$ cat config.mk
export PLATFORM = sky130hd
export DESIGN_NAME = irnb_lane
export DESIGN_NICKNAME = d
export VERILOG_FILES = /design/src/rtl/irnb_pkg.sv /design/src/rtl/irnb_lane.sv
export SDC_FILE = /design/constraint.sdc
export NUM_CORES = 2
export LEC_CHECK = 0
export ABC_AREA = 1
export ABC_CLOCK_PERIOD_IN_PS = 21400
export BUFFER_PORTS_ARGS = -buffer_cell sky130_fd_sc_hd__buf_2
export CAP_MARGIN = 20
export CORE_MARGIN = 2
export CORE_UTILIZATION = 41
export CTS_CLUSTER_SIZE = 12
export DETAILED_ROUTE_END_ITERATION = 7
export PLACE_DENSITY = 0.53
export SLEW_MARGIN = 15
export SYNTH_ARGS = -nofsm -noshare
export SYNTH_HDL_FRONTEND = slang
export SYNTH_SLANG_ARGS = --single-unit
$ cat constraint.sdc
create_clock -name clk -period 21.4 [get_ports clk]
set_input_delay 2.14 -clock clk [delete_from_list [all_inputs] [get_ports clk]]
set_output_delay 2.14 -clock clk [all_outputs]
set_load 0.05 [all_outputs]
$ cat src/rtl/irnb_pkg.sv
// Package with shared constants, types and helpers for the image resampler.
package irnb_pkg;

  localparam int MaxInWidthDef  = 256;
  localparam int MaxInHeightDef = 256;
  localparam int MaxOutSizeDef  = 4096;
  localparam int FracBitsDef    = 16;

  localparam int NumChan  = 4;
  localparam int ChanW    = 8;
  localparam int PixW     = NumChan * ChanW;
  localparam int InSizeW  = 9;
  localparam int OutSizeW = 13;
  localparam int PosW     = 12;

  // Register indexes of the configuration port.
  localparam logic [2:0] RegInWidth   = 3'd0;
  localparam logic [2:0] RegInHeight  = 3'd1;
  localparam logic [2:0] RegOutWidth  = 3'd2;
  localparam logic [2:0] RegOutHeight = 3'd3;
  localparam logic [2:0] RegMode      = 3'd4;
  localparam logic [2:0] RegChanCount = 3'd5;

  // Status codes of a result transaction.
  localparam logic [1:0] StatOk       = 2'd0;
  localparam logic [1:0] StatBadChan  = 2'd1;
  localparam logic [1:0] StatOutRange = 2'd2;

  localparam logic FuncLoad    = 1'b0;
  localparam logic FuncRequest = 1'b1;
  localparam logic ModeNearest = 1'b0;

  // Per-item control that rides with the pipeline.
  typedef struct packed {
    logic       valid;
    logic       nearest;
    logic [2:0] chans;
    logic [1:0] status;
  } ctl_t;

endpackage

$ cat src/rtl/irnb_lane.sv
// One channel lane: two row blends, one column blend, rounding and saturation.
module irnb_lane
  import irnb_pkg::*;
#(
  parameter int FracBits = FracBitsDef
) (
  input  logic                       clk,
  input  logic                       en,
  input  logic [ChanW-1:0]           a,
  input  logic [ChanW-1:0]           b,
  input  logic [ChanW-1:0]           d,
  input  logic [ChanW-1:0]           e,
  input  logic signed [FracBits+1:0] wx,
  input  logic signed [FracBits+1:0] wy,
  output logic [ChanW-1:0]           res
);

  localparam int RW = ChanW + FracBits + 4;
  localparam int VW = RW + FracBits + 4;

  // Stage 1: row blends.
  logic signed [RW-1:0]         r0_r, r1_r;
  logic signed [FracBits+1:0]   wy_r;
  always_ff @(posedge clk) begin
    if (en) begin
      r0_r <= RW'($signed({1'b0, a}) <<< FracBits)
            + RW'(wx * $signed({1'b0, b} - {1'b0, a}));
      r1_r <= RW'($signed({1'b0, d}) <<< FracBits)
            + RW'(wx * $signed({1'b0, e} - {1'b0, d}));
      wy_r <= wy;
    end
  end

  // Stage 2: column blend.
  logic signed [RW:0]   dr;
  logic signed [VW-1:0] v_r;
  assign dr = RW'(r1_r) - RW'(r0_r);
  always_ff @(posedge clk) begin
    if (en) begin
      v_r <= (VW'(r0_r) <<< FracBits) + VW'(wy_r * dr);
    end
  end

  // Stage 3: round and saturate.
  logic signed [VW-1:0] vr;
  logic [VW-1:0]        sh;
  assign vr = v_r + (VW'(1) <<< (2*FracBits-1));
  assign sh = VW'(vr) >> (2*FracBits);
  always_ff @(posedge clk) begin
    if (en) begin
      if (v_r <= 0) begin
        res <= '0;
      end else if (sh > VW'(255)) begin
        res <= 8'hff;
      end else begin
        res <= ChanW'(sh);
      end
    end
  end

endmodule

==> impl_metrics.tcl <==
set metrics [dict create \
    status "finished, final reports clean" \
    gr-total-overflow 0 \
    m1WireLength_um 50320 \
    yosysUniqueCellTypes 47 \
    cp_num_cells 32 \
    ys_warn_count 0 \
    first_pass_iters 6 \
    path_class "reg -> reg" \
    avgSynthCellArea_um2 8.123 \
    worst-path-buf-inv 7 \
    cts_sinks 130 \
    cp-start-kind "flop" \
    cts_tree "yes" \
    grt_pass1_wl_um 190300 \
    highest_layer "met5" \
    die_area_um2 98060 \
    finish.utilization_pct 43.73 \
    drive_gt1_share_pct 4.641 \
    reg2reg_depth 32 \
    grt_start_max_net_pins 67 \
    slew_violations 0 \
    antenna_found_initial 3 \
    grt_use_total_pct 25.66 \
    wirelength_um 121800 \
    postCtsHoldBufs 0 \
    io_pins 78 \
    numCtsBuffers 17 \
    hold_viol_final 0 \
    coreArea_um2 94870 \
    fillerInstances 9758 \
    min_delay_path_depth 4 \
    nNetsFinal 6016 \
    grt_pass1_vias 32641 \
    clk_pin_slew_ns 0.07 \
    period_share_pct 40.18 \
    dpl.hpwl_um 103100 \
    crit_required_ns 21.64 \
    drtAntennaViolNets 0 \
    fmax_mhz 116.3 \
    wl_met2_um 60570 \
    fin_setup_tns_ns 0 \
    crit_path_max_incr_delay_ns 0.63 \
    dp_cells 6081 \
    cts-root-buf "clkbuf_16" \
    reg2reg_from "r0_r[18]" \
    fin_skew_ns 0.01680 \
    clock_path_buffers 2 \
    path_delay_family "adder cells" \
    drcViolationCount 0 \
    clk_latency_ns 0.50 \
    initial_core_util_pct 41.30 \
    ys_seq_elements 130 \
    hp-class "reg -> reg" \
    worstMarginPinSlew_ns 1.072 \
    maxCapViolCount 0 \
    rows 113 \
    endpoint_kind "flop" \
    syn-num-nets 6005 \
    syn_area_um2 39190 \
    place.gp.congestion 0.9501 \
    cts.repair.resized 0 \
    synth_cells 4824 \
    setup_violations 0 \
    finalCriticalPeriod_ns 8.598 \
    cts_htree_levels 4 \
    crit_fanout 11 \
    crit_start "r0_r[18]" \
    portBuffers 77 \
    route.met3.wl_um 5452 \
    die_w_um 313.2 \
    vias 30599 \
    hp-start "v_r[35]" \
    slew_headroom_pct 28.17 \
    cp.arrival_ns 8.84 \
    routedWlPerCell_um 19.92 \
    post-cts-setup-buffers 0 \
    critPathSlowestCell "ha_1" \
    final_cells 6114 \
    yosysSeqAreaShare_pct 9.962 \
    die_h_um 313.2 \
    initialDrtViolationCount 1929 \
    synthToLayoutAreaGrowth_pct 5.872 \
    rsz0062_at_grt "false" \
    vias_per_cell 5.005 \
]
## layout by cell type, fill, tap and decap left out, drive strengths merged, types with 2 or more instances in the layout
| cell type | n |
|---|---|
| nand3 | 166 |
| o21a | 4 |
| nor4 | 10 |
| inv | 1219 |
| bufinv | 2 |
| nand4 | 44 |
| clkbuf | 17 |
| a21oi | 123 |
| nor3 | 25 |
| clkinv | 13 |
| a21boi | 4 |
| xnor2 | 29 |
| nor3b | 3 |
| a31oi | 8 |
| a21o | 5 |
| ha | 282 |
| edfxtp | 130 |
| buf | 104 |
| or2 | 12 |
| nor2 | 510 |
| o21ai | 65 |
| fa | 829 |
| nand2 | 1147 |
| and2 | 2 |
| nand3b | 10 |
| o21bai | 19 |
| xor2 | 61 |
| nand2b | 3 |
## stage by stage
stage / worst slack, ns / cell area (um2) / hold WS (ns)
4_1_cts: 12.85 / 41480 / 0.7941
6_report: 12.80 / 41490 / 0.7921
3_5_place_dp: 12.72 / 40870 / 0.7804
3_3_place_gp: 12.75 / 40870 / 0.7747
2_1_floorplan: 13.78 / 39190 / 0.6907
5_1_grt: 12.36 / 41480 / 0.8490
## cell families after synthesis
kind of cell,after synthesis,share of synthesized area [%]
simple gates,1932,20.34
buf+inv,1332,13.02
fa+ha+maj,1111,51.36
compound gates,229,3.184
flops,130,9.962
xor+xnor,90,2.136
## metal layers
metal  vias up  GRT usage [%]
met5         -              0
met4         2          10.87
met3       191          2.924
met2       813          44.76
met1     15378          32.28
li1      14215              -
## path summary, 6_finish.rpt
check                  to  slack, ns
setup / recovery  v_r[41]      12.80
hold / removal     res[3]       0.79
setup reg to reg  v_r[41]      12.80
hold reg to reg    res[3]       0.79
## cell usage after synthesis, drive strengths merged
cell    instances  area share [%]
o21bai         19            0.36
a221oi          1           0.022
or2            12            0.19
xor2           61             1.5
o21a            4           0.077
nand3         166             2.2
a21oi         123             1.6
nand3b         10            0.19
o21ai          65            0.83
xnor2          29            0.67
buf            26            0.51
a21boi          4           0.077
clkinv         11            0.11
and2            2           0.032
clkbuf         86            0.82
nor3           25            0.34
nand2        1147              11
nor2          510             5.2
a31oi           8            0.13
fa            829              42
ha            282             9.0
edfxtp        130              10
nand2b          3           0.048
inv          1209              12
nand4          44            0.70
a21o            5           0.096
nor4           10            0.18
nor3b           3           0.070
## registers in the layout, summed over array words and instances (netlist names)
name and count:
wy_r 18, r0_r 28, r1_r 28, res 8
v_r 48
## final cells by class
| class | instances | area, um2 | area share, % |
|---|---|---|---|
| Sequential cell | 130 | 3904 | 9.410 |
| Antenna cell | 1 | 2.502 | 0.006032 |
| Timing Repair Buffer | 104 | 594.3 | 1.433 |
| Tap cell | 1265 | 1583 | 3.815 |
| Clock inverter | 15 | 190.2 | 0.4584 |
| Multi-Input combinational cell | 3362 | 30210 | 72.81 |
| Inverter | 1220 | 4579 | 11.04 |
| Clock buffer | 17 | 425.4 | 1.025 |
## worst min-delay path, cell delays in order, from the launching register on
cell      delay [ns]
edfxtp_1        0.44
xor2_1          0.10
nand3_1         0.08
nand2_1         0.05
inv_1           0.04
Power is left out: the tool's default activity adds up to more than one toggle a clock period on the data nets, which glitch-free logic cannot reach.
