$ cat src/rtl/irnb_pkg.sv
// Package with shared constants, types and helpers for the image resampler.
package irnb_pkg;

  localparam int MaxInWidthDef  = 256;
  localparam int MaxInHeightDef = 256;
  localparam int MaxOutSizeDef  = 4096;
  localparam int FracBitsDef    = 16;

  localparam int NumChan  = 4;
  localparam int ChanW    = 8;
  localparam int PixW     = NumChan * ChanW;
  localparam int InSizeW  = 9;
  localparam int OutSizeW = 13;
  localparam int PosW     = 12;

  // Register indexes of the configuration port.
  localparam logic [2:0] RegInWidth   = 3'd0;
  localparam logic [2:0] RegInHeight  = 3'd1;
  localparam logic [2:0] RegOutWidth  = 3'd2;
  localparam logic [2:0] RegOutHeight = 3'd3;
  localparam logic [2:0] RegMode      = 3'd4;
  localparam logic [2:0] RegChanCount = 3'd5;

  // Status codes of a result transaction.
  localparam logic [1:0] StatOk       = 2'd0;
  localparam logic [1:0] StatBadChan  = 2'd1;
  localparam logic [1:0] StatOutRange = 2'd2;

  localparam logic FuncLoad    = 1'b0;
  localparam logic FuncRequest = 1'b1;
  localparam logic ModeNearest = 1'b0;

  // Per-item control that rides with the pipeline.
  typedef struct packed {
    logic       valid;
    logic       nearest;
    logic [2:0] chans;
    logic [1:0] status;
  } ctl_t;

endpackage

$ cat src/rtl/irnb_coord.sv
// Pipelined source coordinate unit: S = floor((2p+1)*in*2^F / (2*out)) - 2^(F-1).
// Division by the output size uses a restoring divider, one quotient bit per stage.
module irnb_coord
  import irnb_pkg::*;
#(
  parameter int MaxIn    = MaxInWidthDef,
  parameter int MaxOut   = MaxOutSizeDef,
  parameter int FracBits = FracBitsDef
) (
  input  logic                        clk,
  input  logic                        en,
  input  logic [PosW-1:0]             pos,
  input  logic [$clog2(MaxIn+1)-1:0]  in_size,
  input  logic [$clog2(MaxOut+1)-1:0] dst_size,
  output logic [$clog2(MaxIn)-1:0]    idx0,
  output logic [$clog2(MaxIn)-1:0]    idx1,
  output logic [$clog2(MaxIn)-1:0]    idx_near,
  output logic signed [FracBits+1:0]  weight
);

  localparam int InW  = $clog2(MaxIn+1);
  localparam int OutW = $clog2(MaxOut+1);
  localparam int IdxW = $clog2(MaxIn);
  localparam int NumW = PosW + 1 + InW;
  // Quotient < 2*in*2^F fits NumW+F bits is overkill; quotient <= in*2^F.
  localparam int QW   = InW + FracBits + 1;
  localparam int DivW = OutW + 1;
  localparam int Stg  = QW;

  // Stage 0: numerator product (2p+1)*in.
  logic [NumW-1:0] num_r;
  logic [DivW-1:0] den0_r;
  logic [InW-1:0]  isz0_r;

  always_ff @(posedge clk) begin
    if (en) begin
      num_r  <= NumW'({pos, 1'b1}) * NumW'(in_size);
      den0_r <= {dst_size, 1'b0};
      isz0_r <= in_size;
    end
  end

  // Divider stages. Numerator bits are (num << F); quotient bits above QW are zero
  // because the quotient never exceeds in*2^F.
  localparam int NW = NumW + FracBits;
  logic [NW-1:0]   nsh_r [Stg+1];
  logic [DivW:0]   rem_r [Stg+1];
  logic [QW-1:0]   q_r   [Stg+1];
  logic [DivW-1:0] den_r [Stg+1];
  logic [InW-1:0]  isz_r [Stg+1];

  always_comb begin
    nsh_r[0] = {num_r, {FracBits{1'b0}}};
    rem_r[0] = '0;
    q_r[0]   = '0;
    den_r[0] = den0_r;
    isz_r[0] = isz0_r;
  end

  // Leading numerator bits above the quotient width are folded into the start remainder.
  for (genvar s = 0; s < Stg; s++) begin : g_div
    logic [DivW+1:0] trial;
    logic [DivW:0]   rem_in;
    logic [NW-1:0]   nsh_in;
    always_comb begin
      if (s == 0) begin
        rem_in = (DivW+1)'(nsh_r[0] >> QW);
        nsh_in = nsh_r[0] << (NW - QW);
      end else begin
        rem_in = rem_r[s];
        nsh_in = nsh_r[s];
      end
      trial = {rem_in, nsh_in[NW-1]} - {1'b0, 1'b0, den_r[s]};
    end
    always_ff @(posedge clk) begin
      if (en) begin
        nsh_r[s+1] <= nsh_in << 1;
        den_r[s+1] <= den_r[s];
        isz_r[s+1] <= isz_r[s];
        if (!trial[DivW+1]) begin
          rem_r[s+1] <= trial[DivW:0];
          q_r[s+1]   <= {q_r[s][QW-2:0], 1'b1};
        end else begin
          rem_r[s+1] <= {rem_in[DivW-1:0], nsh_in[NW-1]};
          q_r[s+1]   <= {q_r[s][QW-2:0], 1'b0};
        end
      end
    end
  end

  // Final stage: indexes and weight.
  logic signed [QW:0] sfix;
  logic [QW-1:0]      ip_fl, ip_nr;
  logic [IdxW-1:0]    lim, f0;
  always_comb begin
    sfix  = $signed({1'b0, q_r[Stg]}) - $signed((QW+1)'(1) <<< (FracBits-1));
    lim   = IdxW'(isz_r[Stg] - InW'(1));
    ip_fl = sfix[QW] ? '0 : (QW'(sfix) >> FracBits);
    ip_nr = q_r[Stg] >> FracBits;
    f0    = (ip_fl > QW'(lim)) ? lim : IdxW'(ip_fl);
  end

  always_ff @(posedge clk) begin
    if (en) begin
      idx0     <= f0;
      idx1     <= (f0 < lim) ? f0 + IdxW'(1) : lim;
      idx_near <= (sfix[QW] || ip_nr <= QW'(lim)) ? (sfix[QW] ? '0 : IdxW'(ip_nr)) : lim;
      weight   <= (FracBits+2)'(sfix - $signed({1'b0, f0, {FracBits{1'b0}}}));
    end
  end

endmodule

$ cat config.mk
export PLATFORM = sky130hd
export DESIGN_NAME = irnb_coord
export DESIGN_NICKNAME = d
export VERILOG_FILES = /design/src/rtl/irnb_pkg.sv /design/src/rtl/irnb_coord.sv
export SDC_FILE = /design/constraint.sdc
export NUM_CORES = 2
export LEC_CHECK = 0
export BUFFER_PORTS_ARGS = -buffer_cell sky130_fd_sc_hd__buf_2
export CAP_MARGIN = 20
export CORE_ASPECT_RATIO = 0.9
export CORE_UTILIZATION = 46
export DETAILED_ROUTE_END_ITERATION = 12
export REMOVE_ABC_BUFFERS = 1
export SYNTH_ARGS = -nofsm -noshare
export SYNTH_HDL_FRONTEND = slang
export SYNTH_SLANG_ARGS = --single-unit
$ cat constraint.sdc
create_clock -name clk -period 7.21 [get_ports clk]
set_input_delay 1.442 -clock clk [delete_from_list [all_inputs] [get_ports clk]]
set_output_delay 1.442 -clock clk [all_outputs]
set_load 0.02 [all_outputs]
==> out/metrics.cfg <==
[finish]
final_util_pct = 51.9
num_antenna_cells = 0
layout-drive-gt1-share_pct = 11.5
syn_to_final_growth_pct = 11.3
fin_cells = 7051
nets = 5605

[timing]
finClkSkew_ps = 34.6
fin_crit_ps = 5690
max_slew_margin_pct = 24.6
setup_tns_ps = 0
setup_viol = 0
report.final.slew_viol_count = 0
fmax_mhz = 176
finalCritPeriodShare_pct = 78.9
worst_pin_slew_ps = 1130
grt_setup_unrepaired = false
finalHoldViolations = 0

[worst_hold_path]
hp-start = q_r[650]
holdPathEnd = q_r[625]
min_path_cells = 0
hold_path_class = flop to flop

[synthesis]
syn_area_per_cell_um2 = 13.6
synthCells = 4877
netlist_area_um2 = 66400
yosysSeqAreaShare_pct = 61.6
ys_ff_latch = 1363
synth-edff-count = 1363
synthDistinctLibCells = 92
synthDominantCellAreaShare_pct = 61.6
synth.area.top_cells = edfxtp_1 62%, ha_1 7.4%, mux2_2 4.0%
synth_async_sr_flop_share_pct = 0
yosys.area.top_type = edfxtp_1
synthFlopType = edfxtp_1
ys_warn_count = 0

[grt]
grt_pass1_wl_um = 183000
first_global_vias = 35600
grt_max_degree = 190
grt_overflow = 0
grt_util_all_layers_pct = 15.5
antenna_found_initial = 3

[worst_setup_path]
worstPathArrival_ps = 6200
critPathRequiredTime_ps = 7720
r2r_end = idx1[7]
r2r_slack_ps = 1520
r2r-start = isz_r[3]
path_class = flop to flop
worst-path-max-fanout = 19
end_kind = flop
r2r_cells = 17
cp-start-kind = flop

[floorplan]
placementRows = 131
dieArea_um2 = 146000
die_w_um = 403
start_util_pct = 46.6
core_um2 = 143000
die_y_um = 363
io_pins = 78

[power_and_ir_drop]
p_int_w = 0.0217
power_w = 0.0322
power_frac_seq_pct = 38.3
power_density_nw_per_um2 = 435
p_sw_share_pct = 32.6
leakage_nw = 29.0
comb_power_share_pct = 38.9
ir_drop_mv = 0.297
p_sw_w = 0.0105
power.share.clock_pct = 22.8

[detailed_routing]
finalWirelength_um = 112000
dr.first_iter.drc_count = 2051
avgRoutedWirePerCell_um = 15.9
drt-vias-per-instance = 5.13
drtAntennaViolNets = 0
drt_first_pass_iters = 5
vias = 36200
drc = 0

[placement]
placed_cells = 6787
port_buffers = 77
hpwl_um = 77600
gp_congestion = 0.826

[clocking]
numCtsBuffers = 148
hold_buffers = 0
clk_latency_ps = 780
ctsResizeCount = 0
cts_tree = built
clock-sinks = 1363
clk_pin_slew_ps = 80
cts_setup_buffers = 0
cts_max_level = 4
clk_path_buf_depth = 3
clockRootBuffer = clkbuf_16

[job]
drv_cap = 0

[status]
outcome = complete, no violations

==> final cells by class <==
type / instances / area (um^2)
fillers: 12000 / 68600
flip-flops and latches: 1363 / 40900
multi-input cells: 2904 / 23200
clock buffers: 172 / 3790
well taps: 1862 / 2330
inverters: 549 / 2060
clock inverters: 92 / 951
repair buffers: 109 / 716
==> critical path: stages (launching register included) <==
cell and delay, ps:
edfxtp_1 430, or4_1 550, or4_1 430, xnor2_1 370, inv_1 240, ha_1 360
and4_1 200, o2bb2ai_1 110, a41oi_1 80, nor2_2 630, buf_4 300, a21oi_1 120
ha_1 250, a2111o_1 400, o22ai_1 340, a21o_4 270, o2bb2ai_2 90, a211o_1 260
==> power by group through the flow <==
stage               Clock, W  Sequential [W]  Combinational (W)
finish               0.00733          0.0123             0.0125
global route         0.00788          0.0125             0.0141
CTS                  0.00760          0.0123             0.0126
detailed placement         0          0.0125             0.0125
global placement           0          0.0124             0.0124
floorplan                  0          0.0121            0.00987
==> metrics by stage <==
stage	hold slack (ps)	setup slack (ps)	cell area (um^2)
6_report	400	1520	74000
5_1_grt	402	1140	74000
4_1_cts	401	1530	74000
3_5_place_dp	405	1080	69200
3_3_place_gp	400	1130	69200
2_1_floorplan	400	1700	66100
==> cell usage after synthesis, types with 40 or more instances <==
master / n
o21a_1: 93
a31oi_1: 46
nand2b_1: 59
o21ai_0: 192
mux2i_1: 65
edfxtp_1: 1363
and2_1: 80
mux2_2: 235
fa_1: 103
inv_1: 549
xor2_1: 87
a21o_1: 87
a21oi_1: 197
ha_1: 391
a21boi_0: 40
xnor2_1: 205
nor2_1: 283
nor3_1: 68
nand2_1: 230
nor2b_1: 77
==> logic make-up (layout without fill, tap and decap cells) <==
family / Yosys count / in the layout / synth area share [%]
AOI/OAI and AO/OA: 845 / 845 / 8.25
xor gates and xnor gates: 293 / 293 / 3.87
adders and majority gates: 494 / 494 / 10.5
buffers and inverters: 610 / 922 / 3.54
DFF: 1363 / 1363 / 61.6
muxes: 307 / 307 / 5.08
other: 1 / 1 / 0.00564
and+or+nand+nor: 964 / 964 / 7.17
==> per-layer routing <==
| metal | wire length [um] | vias to the layer above | track usage (%) | part of all wire, % |
|---|---|---|---|---|
| li1 | - | 18200 | - | - |
| met1 | 53800 | 17300 | 21.4 | 48 |
| met2 | 51500 | 508 | 25.0 | 46 |
| met3 | 4320 | 151 | 2.89 | 3.9 |
| met4 | 2120 | 2 | 4.35 | 1.9 |
| met5 | 13 | - | 0 | 0.012 |
==> registers in the layout, summed over array words and instances, names as in the netlist <==
name / flops
g_div.rem_in: 360
q_r: 341
den_r: 325
isz_r: 207
g_div.nsh_in: 36
num_r: 22
weight: 18
den0_r: 13
ip_nr: 10
idx0: 8
idx1: 8
idx_near: 8
isz0_r: 7
==> worst max path at each step <==
stage	slack, ps	cells past startpoint	startpoint	to
floorplan	1700	16	in_size[3]	num_r[21]
global placement	1130	18	in_size[0]	num_r[21]
detailed placement	1080	18	in_size[0]	num_r[21]
CTS	1530	17	ip_nr[3]	idx1[7]
global route	1140	17	isz_r[3]	idx1[7]
finish	1520	17	isz_r[3]	idx1[7]
==> layout by cell type, fill, tap and decap left out, drive strengths merged, types with 172 or more instances in the layout <==
cell type	n
xnor2	206
edfxtp	1363
mux2	242
nor2	285
inv	557
o21ai	201
ha	391
clkbuf	172
nand2	230
a21oi	200
Power figures use the tool's default switching activity.
